<file path="config.mk">
export PLATFORM = sky130hd
export DESIGN_NAME = color_palette_ram_port_flat
export DESIGN_NICKNAME = d
export VERILOG_FILES = /design/src/cpr_pkg.sv /design/src/cpr_req_if.sv /design/src/cpr_rsp_if.sv /design/src/color_palette_ram_port.sv /design/src/cpr_palette.sv /design/src/flat_wrapper.sv
export SDC_FILE = /design/constraint.sdc
export NUM_CORES = 2
export LEC_CHECK = 0
export ABC_AREA = 1
export BUFFER_PORTS_ARGS = -buffer_cell sky130_fd_sc_hd__buf_4
export CELL_PAD_IN_SITES_DETAIL_PLACEMENT = 1
export CELL_PAD_IN_SITES_GLOBAL_PLACEMENT = 1
export CORE_UTILIZATION = 30
export DETAILED_ROUTE_END_ITERATION = 12
export HOLD_SLACK_MARGIN = 0.1
export PLACE_DENSITY = 0.55
export SETUP_SLACK_MARGIN = 0.15
export SLEW_MARGIN = 20
export SYNTH_ARGS = -nofsm -noshare
export SYNTH_HDL_FRONTEND = slang
export SYNTH_SLANG_ARGS = --single-unit
</file>
<file path="constraint.sdc">
create_clock -name clk -period 4.3 [get_ports clk]
set_input_delay 0.215 -clock clk [delete_from_list [all_inputs] [get_ports clk]]
set_output_delay 0.215 -clock clk [all_outputs]
set_load 0.02 [all_outputs]
</file>
<file path="src/cpr_pkg.sv">
// ----------------------------------------------------------------------------
// cpr_pkg
// Shared types and constants of the colour palette RAM port: register select
// codes, access kinds, index register layout and palette unit control.
// ----------------------------------------------------------------------------
`default_nettype none

package cpr_pkg;

	localparam int unsigned PAL_DEPTH = 32;
	localparam int unsigned ENTRY_W   = $clog2(PAL_DEPTH);
	localparam int unsigned FIELD_W   = ENTRY_W + 1;
	localparam int unsigned HIGH_W    = 7;

	localparam logic [7:0] INDEX_KEEP = 8'hBF;
	localparam int unsigned AUTO_INC_BIT = 7;
	localparam int unsigned HIGH_SEL_BIT = 0;

	typedef enum logic [1:0] {
		SEL_BG_INDEX  = 2'd0,
		SEL_BG_DATA   = 2'd1,
		SEL_OBJ_INDEX = 2'd2,
		SEL_OBJ_DATA  = 2'd3
	} reg_sel_t;

	typedef enum logic {
		KIND_READ  = 1'b0,
		KIND_WRITE = 1'b1
	} kind_t;

	typedef struct packed {
		logic wr_index;
		logic wr_data;
	} pal_op_t;

	typedef struct packed {
		logic [7:0] index;
		logic [7:0] data;
	} pal_view_t;

endpackage

`default_nettype wire

</file>
<file path="src/cpr_req_if.sv">
// ----------------------------------------------------------------------------
// cpr_req_if
// Request channel of the palette port: access kind, register select and the
// byte to write, with a valid/ready handshake.
// ----------------------------------------------------------------------------
`default_nettype none

interface cpr_req_if;
	logic       valid;
	logic       ready;
	logic       kind;
	logic [1:0] reg_select;
	logic [7:0] write_data;

	modport source (output valid, kind, reg_select, write_data, input ready);
	modport sink (input valid, kind, reg_select, write_data, output ready);
endinterface

`default_nettype wire

</file>
<file path="src/cpr_rsp_if.sv">
// ----------------------------------------------------------------------------
// cpr_rsp_if
// Response channel of the palette port: the byte read back after each
// request, with a valid/ready handshake.
// ----------------------------------------------------------------------------
`default_nettype none

interface cpr_rsp_if;
	logic       valid;
	logic       ready;
	logic [7:0] read_data;

	modport source (output valid, read_data, input ready);
	modport sink (input valid, read_data, output ready);
endinterface

`default_nettype wire

</file>
<file path="src/color_palette_ram_port.sv">
// ----------------------------------------------------------------------------
// color_palette_ram_port
// Background and object colour palette access through index/data registers
// with auto-increment.
// ----------------------------------------------------------------------------
// Each request is captured in an input register, applied to the addressed
// palette from there once the response register can take its read-back byte,
// and that byte is held in the response register until taken. One request is
// accepted every cycle while responses are taken. A stalled response holds
// back one further request in the input register. Both palettes and all four
// registers are zero after reset, with no clearing pass.
`default_nettype none

module color_palette_ram_port (
	input  wire logic clk,
	input  wire logic arst_n,
	cpr_req_if.sink   req,
	cpr_rsp_if.source rsp
);

	logic                req_v_s1;
	cpr_pkg::kind_t      kind_s1;
	cpr_pkg::reg_sel_t   sel_s1;
	logic [7:0]          wdata_s1;

	logic                rsp_v_q;
	logic [7:0]          rsp_data_q;

	logic                advance;
	logic                go;
	logic                wr;
	cpr_pkg::pal_op_t    bg_op;
	cpr_pkg::pal_op_t    obj_op;
	cpr_pkg::pal_view_t  bg_view;
	cpr_pkg::pal_view_t  obj_view;
	logic [7:0]          result;

	assign advance   = !rsp_v_q || rsp.ready;
	assign req.ready = !req_v_s1 || advance;
	assign go        = req_v_s1 && advance;
	assign wr        = go && (kind_s1 == cpr_pkg::KIND_WRITE);

	assign bg_op.wr_index  = wr && (sel_s1 == cpr_pkg::SEL_BG_INDEX);
	assign bg_op.wr_data   = wr && (sel_s1 == cpr_pkg::SEL_BG_DATA);
	assign obj_op.wr_index = wr && (sel_s1 == cpr_pkg::SEL_OBJ_INDEX);
	assign obj_op.wr_data  = wr && (sel_s1 == cpr_pkg::SEL_OBJ_DATA);

	cpr_palette u_bg (
		.clk        (clk),
		.arst_n     (arst_n),
		.op         (bg_op),
		.write_data (wdata_s1),
		.view_nxt   (bg_view)
	);

	cpr_palette u_obj (
		.clk        (clk),
		.arst_n     (arst_n),
		.op         (obj_op),
		.write_data (wdata_s1),
		.view_nxt   (obj_view)
	);

	always_comb begin
		case (sel_s1)
			cpr_pkg::SEL_BG_INDEX:  result = bg_view.index;
			cpr_pkg::SEL_BG_DATA:   result = bg_view.data;
			cpr_pkg::SEL_OBJ_INDEX: result = obj_view.index;
			cpr_pkg::SEL_OBJ_DATA:  result = obj_view.data;
			default:                result = bg_view.index;
		endcase
	end

	// input register
	always_ff @(posedge clk or negedge arst_n) begin
		if (!arst_n) begin
			req_v_s1 <= 1'b0;
		end else if (req.ready) begin
			req_v_s1 <= req.valid;
		end
	end

	always_ff @(posedge clk) begin
		if (req.valid && req.ready) begin
			kind_s1  <= cpr_pkg::kind_t'(req.kind);
			sel_s1   <= cpr_pkg::reg_sel_t'(req.reg_select);
			wdata_s1 <= req.write_data;
		end
	end

	// response register
	always_ff @(posedge clk or negedge arst_n) begin
		if (!arst_n) begin
			rsp_v_q <= 1'b0;
		end else if (advance) begin
			rsp_v_q <= req_v_s1;
		end
	end

	always_ff @(posedge clk) begin
		if (go) begin
			rsp_data_q <= result;
		end
	end

	assign rsp.valid     = rsp_v_q;
	assign rsp.read_data = rsp_data_q;

endmodule

`default_nettype wire

</file>
<file path="src/cpr_palette.sv">
// ----------------------------------------------------------------------------
// cpr_palette
// One palette: index register, data register and the entry store, kept as
// separate low and high byte planes so a data write touches one byte only.
// ----------------------------------------------------------------------------
`default_nettype none

module cpr_palette (
	input  wire logic               clk,
	input  wire logic               arst_n,
	input  wire cpr_pkg::pal_op_t   op,
	input  wire logic [7:0]         write_data,
	output      cpr_pkg::pal_view_t view_nxt
);

	logic [7:0]                   index_q;
	logic [7:0]                   data_q;
	logic [7:0]                   lo_q [cpr_pkg::PAL_DEPTH];
	logic [cpr_pkg::HIGH_W-1:0]   hi_q [cpr_pkg::PAL_DEPTH];

	logic                         auto_inc;
	logic [cpr_pkg::FIELD_W-1:0]  field_inc;
	logic [7:0]                   index_inc;
	logic [cpr_pkg::FIELD_W-1:0]  load_sel;
	logic [cpr_pkg::ENTRY_W-1:0]  load_ent;
	logic [cpr_pkg::ENTRY_W-1:0]  cur_ent;
	logic [7:0]                   load_byte;

	assign auto_inc  = index_q[cpr_pkg::AUTO_INC_BIT];
	assign field_inc = index_q[cpr_pkg::FIELD_W-1:0]
		+ {{(cpr_pkg::FIELD_W-1){1'b0}}, 1'b1};
	assign index_inc = {index_q[7:cpr_pkg::FIELD_W], field_inc};
	assign cur_ent   = index_q[cpr_pkg::FIELD_W-1:1];

	assign load_sel  = op.wr_index ? write_data[cpr_pkg::FIELD_W-1:0] : field_inc;
	assign load_ent  = load_sel[cpr_pkg::FIELD_W-1:1];
	assign load_byte = load_sel[cpr_pkg::HIGH_SEL_BIT]
		? {{(8-cpr_pkg::HIGH_W){1'b0}}, hi_q[load_ent]}
		: lo_q[load_ent];

	always_comb begin
		view_nxt.index = index_q;
		view_nxt.data  = data_q;
		if (op.wr_index) begin
			view_nxt.index = write_data & cpr_pkg::INDEX_KEEP;
			view_nxt.data  = load_byte;
		end else if (op.wr_data) begin
			if (auto_inc) begin
				view_nxt.index = index_inc;
				view_nxt.data  = load_byte;
			end else begin
				view_nxt.data  = write_data;
			end
		end
	end

	always_ff @(posedge clk or negedge arst_n) begin
		if (!arst_n) begin
			index_q <= '0;
			data_q  <= '0;
		end else begin
			index_q <= view_nxt.index;
			data_q  <= view_nxt.data;
		end
	end

	always_ff @(posedge clk or negedge arst_n) begin
		if (!arst_n) begin
			for (int i = 0; i < cpr_pkg::PAL_DEPTH; i++) begin
				lo_q[i] <= '0;
				hi_q[i] <= '0;
			end
		end else if (op.wr_data) begin
			if (index_q[cpr_pkg::HIGH_SEL_BIT]) begin
				hi_q[cur_ent] <= write_data[cpr_pkg::HIGH_W-1:0];
			end else begin
				lo_q[cur_ent] <= write_data;
			end
		end
	end

endmodule

`default_nettype wire

</file>
<file path="src/flat_wrapper.sv">
// flat-port wrapper written by rule: the top's interface ports become plain ports
module color_palette_ram_port_flat 
  (clk, arst_n, req_valid, req_kind, req_reg_select, req_write_data, req_ready, rsp_valid, rsp_read_data, rsp_ready);
  cpr_req_if req_i ();
  cpr_rsp_if rsp_i ();
  input  wire logic clk;
  input  wire logic arst_n;
  input wire logic [$bits(req_i.valid)-1:0] req_valid;
  input wire logic [$bits(req_i.kind)-1:0] req_kind;
  input wire logic [$bits(req_i.reg_select)-1:0] req_reg_select;
  input wire logic [$bits(req_i.write_data)-1:0] req_write_data;
  output wire logic [$bits(req_i.ready)-1:0] req_ready;
  output wire logic [$bits(rsp_i.valid)-1:0] rsp_valid;
  output wire logic [$bits(rsp_i.read_data)-1:0] rsp_read_data;
  input wire logic [$bits(rsp_i.ready)-1:0] rsp_ready;
  assign req_i.valid = req_valid;
  assign req_i.kind = req_kind;
  assign req_i.reg_select = req_reg_select;
  assign req_i.write_data = req_write_data;
  assign req_ready = req_i.ready;
  assign rsp_valid = rsp_i.valid;
  assign rsp_read_data = rsp_i.read_data;
  assign rsp_i.ready = rsp_ready;
  color_palette_ram_port u_core (.clk(clk), .arst_n(arst_n), .req(req_i), .rsp(rsp_i));
endmodule
</file>
; After elaboration in Yosys (flattened, before gate mapping)
; Cells that the tools add are included.
[totals]
reg_bits = 1013
inputBits = 15
out_inout_bits = 10
wordCells = 210
[classes]
n_addsub = 2
order_cmp = 6
n_eq_ne = 3
muxes = 37
bitwise_logic = 6
n_reduce_logical = 18
[op_table]
columns = operator, n
row1 = bitwise mux 256 bit, 2
row2 = bitwise mux 224 bit, 2
row3 = two-way mux 8 bit, 12
row4 = binary-select mux 8 bit (select 5 bit), 2
row5 = demux 8 bit (select 5 bit), 2
row6 = binary-select mux 7 bit (select 5 bit), 2
row7 = demux 7 bit (select 5 bit), 2
row8 = two-way mux 16 bit, 4
row9 = two-way mux 7 bit, 6
row10 = one-hot mux 8 bit (4 select lines), 1
row11 = greater-or-equal comparator 6 bit (second input constant), 4
row12 = inverter 5 -> 6 bit, 4
row13 = adder 6 x 1 -> 6 bit (second input constant), 2
row14 = less-than comparator 6 x 1 -> 1 bit (second input constant), 2
row15 = two-way mux 6 bit, 2
row16 = logical AND 1 bit, 9
row17 = AND reduction 2 bit, 4
row18 = == test 2 bit (second input constant), 2
row19 = == test 2 x 1 -> 1 bit (second input constant), 1
row20 = zero test 1 bit, 2
row21 = zero test 2 bit, 1
row22 = logical OR 1 bit, 2
row23 = inverter 1 bit, 2

; Depth between registers and ports, before layout
[logic_depth]
ltp_word = 15
mapped_depth = 18
mapped_depth_nobuf = 17

; By module
; Synthesis repeated with hierarchy kept, for this count alone.
[unflattened]
cells_unflattened = 6291
area_unflattened_um2 = 48709.2
[by_module_without_submodules]
columns = mod, instances, cells_per_inst, area_each_um2, seq_area_each_um2
row1 = cpr_palette at u_core.u_bg, 1, 3117, 23902.9, 12411.9
row2 = cpr_palette at u_core.u_obj, 1, 3088, 23834.1, 12411.9
row3 = color_palette_ram_port, 1, 86, 972.2, 620.6

; Worst setup path before layout
; No wires, ideal clock.
[synth_path]
path_type = reg2reg
from = register u_core.rsp_v_q (netlist: u_core.rsp.valid)
to = register u_core.rsp_data_q[2] (netlist: u_core.rsp.read_data[2]), data pin
setup_ns = 0.264
t_arrival_ns = 2.536
t_required_ns = 4.036
slack_ns = 1.501
path_stages_with_launch = 17
path_buffers = 2
period_less_slack_ns = 2.799
cell_sequence = dfrtp_1 > a21oi_1 > nand3_2 > nand2_2 > nand2_2 > buf_4 > buf_4 > nand2_1 > nand3_1 > nand3_1 > nand3_1 > nand3_1 > nand3_1 > nand2_1 > nand2_1 > nand3_1 > nand4_1
[synth_between]
elab_chain_len = 15
word_cells_on_any_way = 33
classes_between = mux (23) / bitwise (2) / reduce/logical (8)
[synth_lines]
columns = element, line_no
row1 = start: declaration, color_palette_ram_port.sv:26  ; logic rsp_v_q;
row2 = start signal: assignment, color_palette_ram_port.sv:96  ; rsp_v_q <= req_v_s1;
row3 = zero test 1 bit *, color_palette_ram_port.sv:38  ; assign advance = !rsp_v_q || rsp.ready;
row4 = logical OR 1 bit *, color_palette_ram_port.sv:38
row5 = logical AND 1 bit *, color_palette_ram_port.sv:40  ; assign go = req_v_s1 && advance;
row6 = logical AND 1 bit *, color_palette_ram_port.sv:41  ; assign wr = go && (kind_s1 == cpr_pkg::KIND_WRITE);
row7 = logical AND 1 bit (on tied branches), "color_palette_ram_port.sv:45, color_palette_ram_port.sv:43"
row8 = two-way mux 6 bit, cpr_palette.sv:35  ; assign load_sel = op.wr_index ? write_data[cpr_pkg::FIELD_W-1:0] : field_inc;
row9 = inverter 5 -> 6 bit (implied by the code), "cpr_palette.sv:38, cpr_palette.sv:39"
row10 = binary-select mux 8 bit (select 5 bit) or binary-select mux 7 bit (select 5 bit) (tied branches), "cpr_palette.sv:39, cpr_palette.sv:38"
row11 = two-way mux 8 bit (implied by the code) or two-way mux 7 bit (tied branches) (2 in a row), "cpr_palette.sv:39, cpr_palette.sv:38"
row12 = two-way mux 8 bit, cpr_palette.sv:38  ; ? {{(8-cpr_pkg::HIGH_W){1'b0}}, hi_q[load_ent]}
row13 = two-way mux 8 bit, cpr_palette.sv:48  ; if (auto_inc) begin
row14 = two-way mux 16 bit, cpr_palette.sv:47  ; end else if (op.wr_data) begin
row15 = two-way mux 16 bit, cpr_palette.sv:44  ; if (op.wr_index) begin
row16 = one-hot mux 8 bit (4 select lines) *, color_palette_ram_port.sv:65  ; case (sel_s1)
row17 = net u_core.result[2], color_palette_ram_port.sv:36  ; logic [7:0] result;
row18 = end signal: assignment, color_palette_ram_port.sv:102  ; rsp_data_q <= result;
row19 = end: declaration, color_palette_ram_port.sv:27  ; logic [7:0] rsp_data_q;
; Mark *: on every way through the listed nets, which the timed path passes. The rest lies on a longest branch. The select of a mux whose other input is x is not followed.
; A chain may end at the register's enable or synchronous reset.

; Worst setup path in the final report
[layout_path]
from = register u_core.sel_s1[0]
to = register u_core.rsp_data_q[6] (netlist: u_core.rsp.read_data[6]), data pin
[layout_between]
elab_chain_len = 12
word_cells_on_any_way = 33
classes_between = eq/ne (3) / mux (23) / bitwise (2) / reduce/logical (5)
[layout_lines]
columns = element, line_no
row1 = start: declaration, color_palette_ram_port.sv:23  ; cpr_pkg::reg_sel_t sel_s1;
row2 = start signal: assignment, color_palette_ram_port.sv:86  ; sel_s1 <= cpr_pkg::reg_sel_t'(req.reg_select);
row3 = == test 2 bit or zero test 2 bit (tied branches), "color_palette_ram_port.sv:45, color_palette_ram_port.sv:65, color_palette_ram_port.sv:43"
row4 = logical AND 1 bit (on tied branches), "color_palette_ram_port.sv:45, color_palette_ram_port.sv:43"
row5 = two-way mux 6 bit, cpr_palette.sv:35
row6 = inverter 5 -> 6 bit (implied by the code), "cpr_palette.sv:38, cpr_palette.sv:39"
row7 = binary-select mux 8 bit (select 5 bit) or binary-select mux 7 bit (select 5 bit) (tied branches), "cpr_palette.sv:39, cpr_palette.sv:38"
row8 = two-way mux 8 bit (implied by the code) or two-way mux 7 bit (tied branches) (2 in a row), "cpr_palette.sv:39, cpr_palette.sv:38"
row9 = two-way mux 8 bit, cpr_palette.sv:38
row10 = two-way mux 8 bit, cpr_palette.sv:48
row11 = two-way mux 16 bit, cpr_palette.sv:47
row12 = two-way mux 16 bit, cpr_palette.sv:44
row13 = one-hot mux 8 bit (4 select lines) *, color_palette_ram_port.sv:65
row14 = net u_core.result[6], color_palette_ram_port.sv:36
; Marked as above.

==> reports/qor.csv <==
metric,value,unit
number of global-route vias before repair,42095,
final core utilization,34.25,%
fraction of registers with async set/reset,98.12,%
grt ovf,0,
most frequent cells in the layout,"nand2_1, nand3_1, o21ai_0, dfrtp_1, inv_1",
Buf/Inv on CP,3,
final worst path period need,3816,ps
largest net degree at the start of global routing,170,
register area share after synthesis,52.91,%
Main synth FF type,dfrtp_1,
1st-pass router iterations,7,
Top delay family on crit path,simple AND/OR/NAND/NOR gates,
GR Util All Layers,22.70,%
Arrival @ worst endpoint,4300,ps
Initial Util,30.29,%
Die W,402.4,um
CP Launch Type,flip-flop,
worst hold-check path type,in2reg,
FF-to-FF path depth,16,
register bit total from synthesis,1013,
"Reg clk slew, reported paths",60,ps
nets,6009,
Via-to-Cell Ratio,5.122,
die area,0.1619,mm^2
DP HPWL,112600,um
CP Cell Sequence,nor2_4 > inv_1 > nor2_4 > nand2_2 > nand2_8 > buf_12 > buf_4 > nand2_1 > nand3_1 > nand3_1 > nand3_1 > nand3_1 > nand3_1 > nand3_1 > nand3_1 > nand4_1,
unrepaired setup endpoints after global routing,no,
CTS root buf,clkbuf_16,
Post-DP Area,0.05021,mm^2
R2R setup slack,480,ps
GP Congestion,0.8354,
hold path cells,2,
CP max stage delay,490,ps
Max Freq,262.0,MHz
crit path max fanout,41,
worst slew pin tran,1080,ps
clk_lat worst skew,750,ps
clk_skew,27.15,ps
H-tree levels,3,
# DRC,0,
Max-Cap Viols,0,
Routed WL,182700,um
"most common cell after layout, fill and taps aside",nand2_1,
CP most frequent cell,nand3_1,
routed len/inst,22.38,um
Slew Limit Fails,0,
Power Density,739.6,mW/mm^2
P&R area growth vs syn,13.07,%
period utilization,88.75,%
hold wc startpoint,req_write_data[6],
FP Rows,146,
post-route setup slack,483.6,ps
FF-to-FF End,u_core.rsp.read_data[6]$_DFFE_PN_,
antenna violations before repair,2,
DR iter-0 viols,3534,
CTS tree,yes,
Max VDD drop,932.4,uV
Ys Warns,0,
IO Port Bufs,24,
worst hold path endpoint,u_core.wdata_s1[6]$_DFFE_PP_,
setup bufs post-CTS,0,
Worst R2R Start,u_core.sel_s1[0]$_DFFE_PP_,
Synth Instances,6199,
crit end category,flip-flop,
Crit Path Category,reg2reg,
Core Area,0.1587,mm^2
LEAKAGE,23.95,nW
"EDFF count, synth",19,
Final setup viols,0,
share of layout cells above drive strength 1,5.631,%
die height,402.4,um
Worst slew margin,28.02,%
Place WS,396.4,ps
"Net Count, Synth",6216,
clk buf depth,3,
clk sinks,1013,
"antenna viol nets, final",0,
vias after detailed routing,41820,
io pins,25,
Syn Area/Cell,7.758,um^2
Hold Fails Final Rpt,0,
CP Data Required Time,4780,ps
total CTS buffers,121,
outcome,finished clean,
Final Cell Area,0.05438,mm^2
Min Hold Slack,196.2,ps
unique cell type count in the Yosys netlist,34,
Fin Setup TNS,0,ps
"Slowest-stage cell, CP",edfxtp_1,
first-pass GRT wire length,282600,um
Post-Syn Area,0.04809,mm^2
[synth_stat cells (2+ instances only)]
library cell | instances | area (um^2)
inv_2 | 7 | 26.28
and2_1 | 7 | 43.79
nor2_4 | 3 | 33.78
edfxtp_1 | 19 | 570.6
ha_1 | 2 | 25.02
xor2_1 | 6 | 52.55
o211ai_1 | 12 | 90.09
nand3_1 | 1099 | 5500
o21bai_1 | 6 | 45.04
nor3_1 | 2 | 10.01
clkbuf_1 | 305 | 1145
a21oi_1 | 8 | 40.04
nand4_1 | 9 | 56.30
nand3_2 | 2 | 20.02
o21ai_0 | 999 | 5000
nand2_1 | 1988 | 7462
buf_1 | 19 | 71.32
buf_4 | 23 | 172.7
a21boi_1 | 7 | 52.55
a32oi_1 | 4 | 35.03
nand2_2 | 5 | 31.28
inv_1 | 453 | 1700
o21ai_2 | 2 | 17.52
dfrtp_1 | 994 | 24870
o32ai_1 | 2 | 17.52
nor2_1 | 88 | 330.3
buf_2 | 117 | 585.6
o21ai_1 | 5 | 25.02
[logic make-up after synthesis]
logic type	after synthesis	share of synthesized area [%]
flops	1013	52.91
buf+inv	925	7.704
simple gates	3205	28.11
xor+xnor	7	0.1275
compound gates	1047	11.10
fa+ha+maj	2	0.05203
[worst max path at each step]
| stage | startpoint | to | depth (start not counted) |
|---|---|---|---|
| floorplan | u_core.rsp.valid$_DFFE_PN0P_ | u_core.rsp.read_data[2]$_DFFE_PN_ | 16 |
| global placement | u_core.sel_s1[1]$_DFFE_PP_ | u_core.rsp.read_data[0]$_DFFE_PN_ | 14 |
| detailed placement | u_core.sel_s1[1]$_DFFE_PP_ | u_core.rsp.read_data[3]$_DFFE_PN_ | 16 |
| CTS | u_core.sel_s1[1]$_DFFE_PP_ | u_core.rsp.read_data[3]$_DFFE_PN_ | 16 |
| global route | u_core.sel_s1[0]$_DFFE_PP_ | u_core.rsp.read_data[6]$_DFFE_PN_ | 16 |
| finish | u_core.sel_s1[0]$_DFFE_PP_ | u_core.rsp.read_data[6]$_DFFE_PN_ | 16 |
[where the power goes]
part	leakage, nW	total, mW	switching (mW)	internal [mW]
Sequential	13.8	10.9	0.510	10.4
Combinational	8.15	18.9	13.9	5.00
Clock	1.95	10.4	4.33	6.04
[registers in the layout, summed over array words and instances (netlist names)]
| register | cells |
|---|---|
| u_core.kind_s1 | 1 |
| u_core.req_v_s1 | 1 |
| u_core.rsp.read_data | 8 |
| u_core.rsp.valid | 1 |
| u_core.sel_s1 | 2 |
| u_core.u_bg.data_q | 8 |
| u_core.u_bg.hi_q | 224 |
| u_core.u_bg.index_q | 8 |
| u_core.u_bg.lo_q | 256 |
| u_core.u_obj.data_q | 8 |
| u_core.u_obj.hi_q | 224 |
| u_core.u_obj.index_q | 8 |
| u_core.u_obj.lo_q | 256 |
| u_core.wdata_s1 | 8 |
[metal layers]
layer	part of all wire (%)	vias to the layer above	routed length (um)	global-route usage (%)
li1	-	19730	-	-
met4	1.7	0	3180	4.955
met2	44	712	79910	34.28
met5	0	-	0	0
met1	50	21205	91570	34.31
met3	4.4	173	8040	2.950
[layout make-up]
cell class | instances | area (um^2)
Timing Repair Buffer | 134 | 1536
Sequential cell | 1013 | 25440
Inverter | 461 | 1770
Antenna cell | 1 | 2.502
Tap cell | 2072 | 2592
Clock inverter | 35 | 375.4
Multi-Input combinational cell | 4261 | 19080
Clock buffer | 187 | 3577
Fill cell | 18921 | 104400
[per-stage QoR]
| stage | instances | total power, mW |
|---|---|---|
| floorplan | 6199 | 22.07 |
| global placement | 7924 | 30.14 |
| detailed placement | 7924 | 30.11 |
| CTS | 8162 | 40.67 |
| global route | 8163 | 42.61 |
| finish | 8164 | 40.22 |
[repair_timing]
item	CTS	global route
endpoints found under the hold margin	260	0
hold buffers	16	0
resized for setup	0	3
setup endpoints to repair	0	2
Note: power is estimated with default switching activity, not from simulation.
